`config.mk`:
```
export PLATFORM = sky130hd
export DESIGN_NAME = packet_class_flood_detector_core
export DESIGN_NICKNAME = d
export VERILOG_FILES = /design/src/sv/pcfd_pkg.sv /design/src/sv/pcfd_classify.sv /design/src/sv/packet_class_flood_detector_core.sv
export SDC_FILE = /design/constraint.sdc
export NUM_CORES = 2
export LEC_CHECK = 0
export ABC_CLOCK_PERIOD_IN_PS = 29000
export BUFFER_PORTS_ARGS = -buffer_cell sky130_fd_sc_hd__buf_2
export CAP_MARGIN = 20
export CELL_PAD_IN_SITES_DETAIL_PLACEMENT = 0
export CELL_PAD_IN_SITES_GLOBAL_PLACEMENT = 1
export CORE_MARGIN = 4
export CORE_UTILIZATION = 54
export CTS_BUF_LIST = sky130_fd_sc_hd__clkbuf_2
export CTS_CLUSTER_SIZE = 28
export DETAILED_ROUTE_END_ITERATION = 12
export PLACE_DENSITY_LB_ADDON = 0.1
export SLEW_MARGIN = 15
export SYNTH_ARGS = -nofsm -noshare
export SYNTH_HDL_FRONTEND = slang
export SYNTH_SLANG_ARGS = --single-unit
export TNS_END_PERCENT = 30
```
`constraint.sdc`:
```
create_clock -name aclk -period 29 [get_ports aclk]
set_clock_uncertainty 0.05 [all_clocks]
set_input_delay 1.45 -clock aclk [delete_from_list [all_inputs] [get_ports aclk]]
set_output_delay 1.45 -clock aclk [all_outputs]
set_load 0.01 [all_outputs]
```
`src/sv/pcfd_pkg.sv`:
```
package pcfd_pkg;

    localparam int CNT_W      = 32;
    localparam int CLS_W      = 4;
    localparam int TICK_W     = 6;
    localparam int S_DATA_W   = 32;
    localparam int S_USER_W   = 1;
    localparam int M_DATA_W   = 232;
    localparam int CFG_IDX_W  = 3;
    localparam int CFG_DATA_W = 32;
    localparam int NUM_LT     = 6;
    localparam int NUM_WN     = 4;

    localparam logic [15:0] ETH_TYPE_IP  = 16'h0800;
    localparam logic [15:0] ETH_TYPE_ARP = 16'h0806;

    localparam logic [7:0] PROTO_ICMP = 8'd1;
    localparam logic [7:0] PROTO_IGMP = 8'd2;
    localparam logic [7:0] PROTO_TCP  = 8'd6;
    localparam logic [7:0] PROTO_UDP  = 8'd17;

    localparam int FLAG_SYN_BIT = 1;
    localparam int FLAG_ACK_BIT = 4;

    localparam logic OP_PACKET = 1'b0;
    localparam logic OP_TICK   = 1'b1;

    localparam logic [CLS_W-1:0] CLS_NONE  = 4'd0;
    localparam logic [CLS_W-1:0] CLS_ARP   = 4'd1;
    localparam logic [CLS_W-1:0] CLS_TCP   = 4'd2;
    localparam logic [CLS_W-1:0] CLS_SYN   = 4'd3;
    localparam logic [CLS_W-1:0] CLS_ACK   = 4'd4;
    localparam logic [CLS_W-1:0] CLS_UDP   = 4'd5;
    localparam logic [CLS_W-1:0] CLS_ICMP  = 4'd6;
    localparam logic [CLS_W-1:0] CLS_IGMP  = 4'd7;
    localparam logic [CLS_W-1:0] CLS_OTHER = 4'd8;

    localparam logic [CFG_IDX_W-1:0] CFG_SYN_THR  = 3'd0;
    localparam logic [CFG_IDX_W-1:0] CFG_ACK_THR  = 3'd1;
    localparam logic [CFG_IDX_W-1:0] CFG_UDP_THR  = 3'd2;
    localparam logic [CFG_IDX_W-1:0] CFG_ICMP_THR = 3'd3;
    localparam logic [CFG_IDX_W-1:0] CFG_MODE     = 3'd4;

    // Lifetime counter slots.
    localparam int LT_TOTAL = 0;
    localparam int LT_SYN   = 1;
    localparam int LT_ACK   = 2;
    localparam int LT_UDP   = 3;
    localparam int LT_ICMP  = 4;
    localparam int LT_OTHER = 5;

    // Window counter slots, also the alarm bit order.
    localparam int WN_SYN  = 0;
    localparam int WN_ACK  = 1;
    localparam int WN_UDP  = 2;
    localparam int WN_ICMP = 3;

    localparam logic [CNT_W-1:0]  THR_RESET = 32'd1000;
    localparam logic [TICK_W-1:0] LAST_TICK = 6'd59;

    typedef struct packed {
        logic [CLS_W-1:0] cls;
        logic             counted;
        logic             syn;
        logic             ack;
        logic             udp;
        logic             icmp;
        logic             other;
    } pcfd_hit_t;

    function automatic logic [CNT_W-1:0] sat_inc(input logic [CNT_W-1:0] c, input logic en);
        return (en && (c != {CNT_W{1'b1}})) ? c + 1'b1 : c;
    endfunction

endpackage

```
`src/sv/pcfd_classify.sv`:
```
module pcfd_classify (
    input  logic                 operation,
    input  logic [15:0]          ether_type,
    input  logic [7:0]           ip_protocol,
    input  logic [7:0]           tcp_flags,
    output pcfd_pkg::pcfd_hit_t  hit
);
    import pcfd_pkg::*;

    always_comb begin
        hit = '0;
        hit.cls = CLS_NONE;
        if (operation == OP_PACKET) begin
            if (ether_type == ETH_TYPE_ARP) begin
                hit.cls     = CLS_ARP;
                hit.counted = 1'b1;
            end else if (ether_type == ETH_TYPE_IP) begin
                hit.counted = 1'b1;
                if (ip_protocol == PROTO_TCP) begin
                    hit.syn = tcp_flags[FLAG_SYN_BIT];
                    hit.ack = tcp_flags[FLAG_ACK_BIT];
                    // ACK takes the label when both flags are set.
                    if (hit.ack) begin
                        hit.cls = CLS_ACK;
                    end else if (hit.syn) begin
                        hit.cls = CLS_SYN;
                    end else begin
                        hit.cls = CLS_TCP;
                    end
                end else if (ip_protocol == PROTO_UDP) begin
                    hit.cls = CLS_UDP;
                    hit.udp = 1'b1;
                end else if (ip_protocol == PROTO_ICMP) begin
                    hit.cls  = CLS_ICMP;
                    hit.icmp = 1'b1;
                end else if (ip_protocol == PROTO_IGMP) begin
                    hit.cls   = CLS_IGMP;
                    hit.other = 1'b1;
                end else begin
                    hit.cls   = CLS_OTHER;
                    hit.other = 1'b1;
                end
            end
        end
    end

endmodule

```
`src/sv/packet_class_flood_detector_core.sv`:
```
// Packet class flood detector.
// The s_ channel carries one request per packet header summary or per one-second
// tick; s_tuser selects which. Each packet is classified (ARP, TCP, SYN, ACK, UDP,
// ICMP, IGMP, other) and its lifetime totals and window counters advance,
// saturating at all ones. A tick smooths the packet rate and, at the end of a
// window of one tick or sixty ticks, compares the SYN, ACK, UDP and ICMP window
// counts against their thresholds and raises the alarms.
// Every request yields exactly one result on the m_ channel.
// The cfg_ channel writes the thresholds and the window mode; it is always ready
// and must only be used while no request is in flight.
// A request accepted at the input sits in the input register, and its
// classification and counter update move into the result register once that
// register can load, and the result is then offered on the m_ channel.
// Throughput is one request per cycle while m_tready does not stall the result.
// When m_tready is low the result register holds, the input register can still
// fill once, and s_tready then drops until the result is taken.
// A synchronous reset clears all counters, the rate, and the tick position, and
// reloads thresholds to 1000 and the mode to per-tick.
module packet_class_flood_detector_core (
    input  logic                               aclk,
    input  logic                               aresetn,
    input  logic                               s_tvalid,
    output logic                               s_tready,
    // ether_type[15:0], ip_protocol[23:16], tcp_flags[31:24]
    input  logic [pcfd_pkg::S_DATA_W-1:0]      s_tdata,
    // operation[0]
    input  logic [pcfd_pkg::S_USER_W-1:0]      s_tuser,
    output logic                               m_tvalid,
    input  logic                               m_tready,
    // packet_class[3:0], total_packets[35:4], syn_total[67:36], ack_total[99:68],
    // udp_total[131:100], icmp_total[163:132], other_total[195:164],
    // packet_rate[227:196], syn_alarm[228], ack_alarm[229], udp_alarm[230],
    // icmp_alarm[231]
    output logic [pcfd_pkg::M_DATA_W-1:0]      m_tdata,
    input  logic                               cfg_valid,
    output logic                               cfg_ready,
    input  logic [pcfd_pkg::CFG_IDX_W-1:0]     cfg_index,
    input  logic [pcfd_pkg::CFG_DATA_W-1:0]    cfg_data
);
    import pcfd_pkg::*;

    // Input register stage.
    logic             in_valid_reg;
    logic             in_op_reg;
    logic [15:0]      in_etype_reg;
    logic [7:0]       in_proto_reg;
    logic [7:0]       in_flags_reg;

    // Result register stage.
    logic                 out_valid_reg;
    logic [M_DATA_W-1:0]  out_data_reg;
    logic [M_DATA_W-1:0]  out_data_next;

    // Configuration.
    logic [CNT_W-1:0]  thr_reg [NUM_WN];
    logic              mode_reg;

    // Counting state.
    logic [CNT_W-1:0]  lt_reg   [NUM_LT];
    logic [CNT_W-1:0]  lt_next  [NUM_LT];
    logic [CNT_W-1:0]  win_reg  [NUM_WN];
    logic [CNT_W-1:0]  win_next [NUM_WN];
    logic [CNT_W-1:0]  spc_reg;
    logic [CNT_W-1:0]  spc_next;
    logic [CNT_W-1:0]  rate_reg;
    logic [CNT_W-1:0]  rate_next;
    logic [TICK_W-1:0] tick_reg;
    logic [TICK_W-1:0] tick_next;

    pcfd_hit_t         hit;
    logic              is_tick;
    logic              window_end;
    logic              clear_window;
    logic [CNT_W:0]    rate_sum;
    logic [NUM_WN-1:0] alarm;
    logic              out_load;
    logic              advance;

    // The result register may load when it is empty or being drained this cycle.
    assign out_load  = !out_valid_reg || m_tready;
    assign advance   = in_valid_reg && out_load;
    assign s_tready  = !in_valid_reg || out_load;
    assign cfg_ready = 1'b1;
    assign m_tvalid  = out_valid_reg;
    assign m_tdata   = out_data_reg;

    pcfd_classify u_classify (
        .operation   (in_op_reg),
        .ether_type  (in_etype_reg),
        .ip_protocol (in_proto_reg),
        .tcp_flags   (in_flags_reg),
        .hit         (hit)
    );

    always_comb begin
        is_tick      = (in_op_reg == OP_TICK);
        window_end   = (mode_reg == 1'b0) || (tick_reg >= LAST_TICK);
        clear_window = is_tick && window_end;

        lt_next[LT_TOTAL] = sat_inc(lt_reg[LT_TOTAL], hit.counted);
        lt_next[LT_SYN]   = sat_inc(lt_reg[LT_SYN],   hit.syn);
        lt_next[LT_ACK]   = sat_inc(lt_reg[LT_ACK],   hit.ack);
        lt_next[LT_UDP]   = sat_inc(lt_reg[LT_UDP],   hit.udp);
        lt_next[LT_ICMP]  = sat_inc(lt_reg[LT_ICMP],  hit.icmp);
        lt_next[LT_OTHER] = sat_inc(lt_reg[LT_OTHER], hit.other);

        // Window counts are tested before they are cleared at the window end.
        alarm[WN_SYN]  = clear_window && (win_reg[WN_SYN]  > thr_reg[WN_SYN]);
        alarm[WN_ACK]  = clear_window && (win_reg[WN_ACK]  > thr_reg[WN_ACK]);
        alarm[WN_UDP]  = clear_window && (win_reg[WN_UDP]  > thr_reg[WN_UDP]);
        alarm[WN_ICMP] = clear_window && (win_reg[WN_ICMP] > thr_reg[WN_ICMP]);

        if (clear_window) begin
            for (int i = 0; i < NUM_WN; i++) begin
                win_next[i] = '0;
            end
        end else begin
            win_next[WN_SYN]  = sat_inc(win_reg[WN_SYN],  hit.syn);
            win_next[WN_ACK]  = sat_inc(win_reg[WN_ACK],  hit.ack);
            win_next[WN_UDP]  = sat_inc(win_reg[WN_UDP],  hit.udp);
            win_next[WN_ICMP] = sat_inc(win_reg[WN_ICMP], hit.icmp);
        end

        // The rate is loaded directly from zero, otherwise it is the floor of
        // the mean of the old rate and this second's count.
        rate_sum = {1'b0, rate_reg} + {1'b0, spc_reg};
        if (!is_tick) begin
            rate_next = rate_reg;
        end else if (rate_reg == '0) begin
            rate_next = spc_reg;
        end else begin
            rate_next = rate_sum[CNT_W:1];
        end

        spc_next = is_tick ? '0 : sat_inc(spc_reg, hit.counted);

        if (!is_tick) begin
            tick_next = tick_reg;
        end else if (window_end) begin
            tick_next = '0;
        end else begin
            tick_next = tick_reg + 1'b1;
        end

        out_data_next = {alarm, rate_next,
                         lt_next[LT_OTHER], lt_next[LT_ICMP], lt_next[LT_UDP],
                         lt_next[LT_ACK], lt_next[LT_SYN], lt_next[LT_TOTAL],
                         hit.cls};
    end

    // Input stage. Payload needs no reset.
    always_ff @(posedge aclk) begin
        if (!aresetn) begin
            in_valid_reg <= 1'b0;
        end else if (s_tready) begin
            in_valid_reg <= s_tvalid;
        end
        if (s_tvalid && s_tready) begin
            in_op_reg    <= s_tuser[0];
            in_etype_reg <= s_tdata[15:0];
            in_proto_reg <= s_tdata[23:16];
            in_flags_reg <= s_tdata[31:24];
        end
    end

    // Result stage.
    always_ff @(posedge aclk) begin
        if (!aresetn) begin
            out_valid_reg <= 1'b0;
        end else if (out_load) begin
            out_valid_reg <= in_valid_reg;
        end
        if (advance) begin
            out_data_reg <= out_data_next;
        end
    end

    // Counting state commits when a request moves into the result register.
    always_ff @(posedge aclk) begin
        if (!aresetn) begin
            for (int i = 0; i < NUM_LT; i++) begin
                lt_reg[i] <= '0;
            end
            for (int i = 0; i < NUM_WN; i++) begin
                win_reg[i] <= '0;
            end
            spc_reg  <= '0;
            rate_reg <= '0;
            tick_reg <= '0;
        end else if (advance) begin
            for (int i = 0; i < NUM_LT; i++) begin
                lt_reg[i] <= lt_next[i];
            end
            for (int i = 0; i < NUM_WN; i++) begin
                win_reg[i] <= win_next[i];
            end
            spc_reg  <= spc_next;
            rate_reg <= rate_next;
            tick_reg <= tick_next;
        end
    end

    // Configuration writes; indexes past the register list are dropped.
    always_ff @(posedge aclk) begin
        if (!aresetn) begin
            for (int i = 0; i < NUM_WN; i++) begin
                thr_reg[i] <= THR_RESET;
            end
            mode_reg <= 1'b0;
        end else if (cfg_valid && cfg_ready) begin
            unique case (cfg_index)
                CFG_SYN_THR:  thr_reg[WN_SYN]  <= cfg_data;
                CFG_ACK_THR:  thr_reg[WN_ACK]  <= cfg_data;
                CFG_UDP_THR:  thr_reg[WN_UDP]  <= cfg_data;
                CFG_ICMP_THR: thr_reg[WN_ICMP] <= cfg_data;
                CFG_MODE:     mode_reg         <= cfg_data[0];
                default: begin
                end
            endcase
        end
    end

endmodule

```
=== After elaboration in Yosys (flattened, before gate mapping) ===
Memories as Yosys holds them, arrays and structs flattened.
Cells that the tools add are included.
W data, S select, Z words.

* Add/subtract/negate cells: 13
* Order comparisons: 5
* Eq/ne operators: 21
* Multiplexer cells: 66
* Bitwise operators: 16
* Reduce and logical (&&, ||, !) cells: 30

{| class="wikitable"
|+ Operator list
! cell !! number
|-
| $mux W32 || 28
|-
| $add A32 B1 Y32 const B || 11
|-
| $ne A32 B32 Y1 const B || 11
|-
| $gt A32 B32 Y1 || 4
|-
| $mux W128 || 1
|-
| $add A32 B32 Y33 || 1
|-
| $eq A16 B12 Y1 const B || 2
|-
| $logic_not A32 Y1 || 1
|-
| $mux W1 || 24
|-
| $logic_and A1 B1 Y1 || 18
|-
| $mux W4 || 4
|-
| $or A1 B1 Y1 || 14
|-
| $mux W6 || 2
|-
| $eq A8 B1 Y1 const B || 1
|-
| $eq A8 B2 Y1 const B || 1
|-
| $eq A8 B3 Y1 const B || 1
|-
| $eq A8 B5 Y1 const B || 1
|-
| $mux W7 || 1
|-
| $add A6 B1 Y6 const B || 1
|-
| $eq A3 B2 Y1 const B || 2
|-
| $ge A6 B6 Y1 const B || 1
|-
| $mux W2 || 3
|-
| $mux W3 || 2
|-
| $reduce_and A2 Y1 || 3
|-
| 9 further kinds || 13
|}

* Register bits: 335
* RAM bits: 448
* Input bits: 73
* Output and inout port bits: 235
* Memories: 3

{| class="wikitable"
|+ Memory list
! memory !! depth !! width !! rd ports !! clocked after Yosys merged registers in !! write ports !! line !! text
|-
| lt_reg || 6 || 32 || 6 || 0 || 6 || packet_class_flood_detector_core.sv:59 || <nowiki>logic [CNT_W-1:0] lt_reg [NUM_LT];</nowiki>
|-
| thr_reg || 4 || 32 || 4 || 0 || 4 || packet_class_flood_detector_core.sv:55 || <nowiki>logic [CNT_W-1:0] thr_reg [NUM_WN];</nowiki>
|-
| win_reg || 4 || 32 || 4 || 0 || 4 || packet_class_flood_detector_core.sv:61 || <nowiki>logic [CNT_W-1:0] win_reg [NUM_WN];</nowiki>
|}

=== Logic depth before layout (Yosys ltp) ===
* Depth in word-level cells: 12
* Depth in mapped cells: 11

=== By module ===
Synthesis repeated with hierarchy kept, for this count alone.

* Cell total of the unflattened synthesis: 3347
* Area total of the unflattened synthesis: 39004.9 sq um

{| class="wikitable"
|+ Modules (own cells, without submodules)
! module !! times used !! cells an instance !! area an instance (sq um)
|-
| packet_class_flood_detector_core || 1 || 3308 || 38742.2
|-
| pcfd_classify || 1 || 39 || 262.8
|}

=== Worst setup path after synthesis ===
OpenSTA, ideal clock, no wires.

* Path kind: input -> register
* Start point: input m_tready
* End point: memory win_reg[3][0], enable pin
* Arrival time: 14.675 ns
* Required time: 28.560 ns
* Setup slack: 13.886 ns
* Stages on the path: 9
* Path buffers: 2
* Cell sequence: nor2b_1 nand2b_1 clkbuf_1 inv_1 clkbuf_1 nor2_1 inv_1 o311ai_0 nand2_1

{| class="wikitable"
|+ RTL lines
! item !! line !! text
|-
| start: declaration || packet_class_flood_detector_core.sv:29 || <nowiki>input logic m_tready,</nowiki>
|-
| end: declaration || packet_class_flood_detector_core.sv:61 ||
|}

==> impl_metrics.tcl <==
set metrics [dict create \
    port-buffer-count 300 \
    gr-total-overflow 0 \
    r2r_start "m_tvalid$_SDFFE_PN0P_" \
    cp-start-kind "flop" \
    cpPeakStageDelay_ns 0.76 \
    dieArea_mm2 0.0764 \
    antenna_left 0 \
    slowest_stage "inv_8" \
    drv_cap 0 \
    worstPathArrival_ns 5.23 \
    tightest_slew_ns 1.09 \
    dp_hpwl_mm 62.8 \
    routed_wl_mm 91.6 \
    rsz0062_at_grt "no" \
    largest_reg_flops 232 \
    hp-class "input port to flop" \
    core_area_mm2 0.0715 \
    synthArstFlopShare_pct 0 \
    grt_max_degree 125 \
    synth_area_mm2 0.0389 \
    ys_types 77 \
    via_count 27300 \
    worstSetupStartpoint "m_tvalid$_SDFFE_PN0P_" \
    cts_setup_buffers 0 \
    post_drt_wl_per_cell_um 18.6 \
    place_congestion 0.911 \
    ys_ff_latch 780 \
    drt-pass1-iter-count 5 \
    vias_per_cell 5.56 \
    placed_area_mm2 0.0415 \
    fmax_ghz 0.231 \
    cellLeakagePower_nw 17.4 \
    criticalPathCategory "flop to flop" \
    min_period_ns 4.33 \
    hold_depth 1 \
    worstReg2RegEnd "win_reg[3][17]$_SDFFCE_PP0P_" \
    cp-end-kind "flop" \
    rr_worst_depth 9 \
    io_pins 308 \
    drive_gt1_share_pct 17.7 \
    cts_tree "done" \
    synthCells 3368 \
    insertion_delay_ns 1.37 \
    slew_headroom_pct 27.6 \
    holdBufCountCts 0 \
    path_cells "nor2b_1, nand2b_1, inv_8, nor2_1, buf_4, inv_8, o311ai_0, nand2_1, buf_4" \
    start_util_pct 54.4 \
    synth_edf_count 707 \
    rows 98 \
    h-tree-depth 4 \
    peakVddDrop_mv 0.0315 \
    grt_util_all_layers_pct 23.4 \
    clk_path_buf_depth 3 \
    yosysSeqAreaShare_pct 58.4 \
    synthFlopType "edfxtp_1" \
    grt_pass1_vias 26900 \
    ys_warn_count 0 \
    synthToLayoutAreaGrowth_pct 11.7 \
    cts_resized 0 \
    whs_endpoint "in_proto_reg[5]$_DFFE_PP_" \
    drc 0 \
    die_w_um 276 \
    clockRootBuffer "clkbuf_2" \
    final-setup-viol-count 0 \
    power.density_mw_per_mm2 53.1 \
    cts_num_sinks 780 \
    hp-start "s_tdata[21]" \
    fin_crit_sh_pct 14.9 \
    fin_nets 4047 \
    drt-initial-drc-count 2031 \
    critical_path.max_fanout 124 \
    synth_fp_nets 3613 \
    outcome "completed" \
    r2r_slack_ns 24.67 \
    grt_pass1_wl_mm 144 \
    cts_buffers 200 \
    grt_antenna_before_repair 4 \
    final_area_mm2 0.0434 \
    synth_top_area_cell "edfxtp_1" \
    synth_top_area_share_pct 54.6 \
    syn_area_per_cell_um2 11.5 \
    fin_setup_tns_ns 0 \
    final_max_slew_viol_count 0 \
    cts.reportedPaths.clkPinSlew_ns 0.11 \
    hold_viol 0 \
    die_height_um 276 \
    synthTopCellsByArea "edfxtp_1 (55%), ha_1 (5.5%), and2_1 (5.1%)" \
    crit_required_ns 29.90 \
]
==> report_power, final <==
| part | leakage (nW) | total (W) | internal [W] | switching (W) |
|---|---|---|---|---|
| Combinational | 8.26 | 0.000190 | 0.0000675 | 0.000122 |
| Sequential | 7.70 | 0.00133 | 0.00129 | 0.0000421 |
| Clock | 1.43 | 0.000782 | 0.000322 | 0.000459 |
==> worst max path at each step <==
stage	to	slack, ns	cells past startpoint
3_3_place_gp	win_reg[3][3]$_SDFFCE_PP0P_	23.52	10
5_1_grt	win_reg[3][9]$_SDFFCE_PP0P_	24.25	9
6_report	win_reg[3][17]$_SDFFCE_PP0P_	24.67	9
3_5_place_dp	win_reg[3][3]$_SDFFCE_PP0P_	23.36	10
2_1_floorplan	win_reg[3][0]$_SDFFCE_PP0P_	13.89	9
4_1_cts	win_reg[3][12]$_SDFFCE_PP0P_	24.48	9
==> synth_stat cells, types with 4 or more instances <==
cell type    n
and3_1      90
xnor2_1    172
nand2_1    245
nand3_1    120
nand3b_1     5
o21a_1       5
a31oi_1     18
o31a_1       5
nor3b_1      7
a21oi_1    142
or4_1        6
nor2_1     283
a21o_1      42
mux2i_1     12
dfxtp_1     73
nor3_1      44
o21ai_0     97
nor2b_1     16
o21bai_1     4
nand2b_1    25
and2_1     317
inv_1      172
clkbuf_1    89
o211ai_1     7
a31o_2       6
a211oi_1    18
or3_1       41
and4_1      31
or2_2        5
mux2_2      10
nand4_1    104
nor4_1      30
xor2_1     172
edfxtp_1   707
buf_1        8
a311oi_1     5
ha_1       171
==> metal layers <==
layer	share of wire [%]	wire, um	track usage (%)	vias to the layer above
met5	0	0	0	-
met4	2.3	2070	7.68	0
met1	44	39900	31.5	13200
met2	48	43900	38.5	827
met3	6.2	5690	4.54	151
li1	-	-	-	13100
==> worst max-delay path: cells and delay by family (launching register included) <==
| family | cells | cell delay (ns) |
|---|---|---|
| AO/OA/AOI/OAI | 1 | 0.29 |
| buffers and inverters | 4 | 1.93 |
| flip-flops | 1 | 0.32 |
| AND/OR/NAND/NOR | 4 | 1.27 |
==> logic make-up (layout without fill, tap and decap cells) <==
logic type,after synthesis,after routing,share of synthesized area (%)
xor+xnor,346,346,7.83
compound gates,391,391,6.19
buf+inv,271,862,2.63
fa+ha+maj,172,172,5.55
other cells,1,2,0.00964
simple gates,1385,1385,18.8
mux,22,22,0.598
flops,780,780,58.4
==> stage by stage <==
stage | power, W | util (%) | cells | setup slack (ns) | hold WS [ns]
after floorplan | 0.00148 | - | 3368 | 13.89 | 0.391
after global placement | 0.00154 | 58.1 | 4548 | 23.52 | 0.406
after detailed placement | 0.00155 | 58.1 | 4550 | 23.36 | 0.417
after CTS | 0.00234 | 60.8 | 4909 | 24.48 | 0.0180
after global routing | 0.00243 | 60.8 | 4910 | 24.25 | 0.0706
final | 0.00231 | 60.8 | 4910 | 24.67 | 0.231
==> placed cells by master, fill, tap and decap left out, types with 39 or more instances in the layout <==
cell / n
or3_1: 41
a21o_1: 42
buf_2: 300
nand3_1: 120
clkbuf_2: 296
and2_1: 317
xor2_1: 172
clkinv_1: 39
dfxtp_1: 73
and3_1: 90
nor3_1: 44
inv_1: 170
nand4_1: 104
a21oi_1: 142
xnor2_1: 172
nand2_1: 244
ha_1: 171
edfxtp_1: 707
nor2_1: 280
o21ai_0: 96
==> layout make-up <==
class / count / area, um^2
multi-input cells: 2317 / 15200
clock inverters: 63 / 434
fillers: 5905 / 28000
diodes: 1 / 2.50
clock buffers: 296 / 1480
inverters: 173 / 664
well taps: 950 / 1190
repair buffers: 330 / 1730
flip-flops and latches: 780 / 22700
Power figures use the tool's default switching activity.
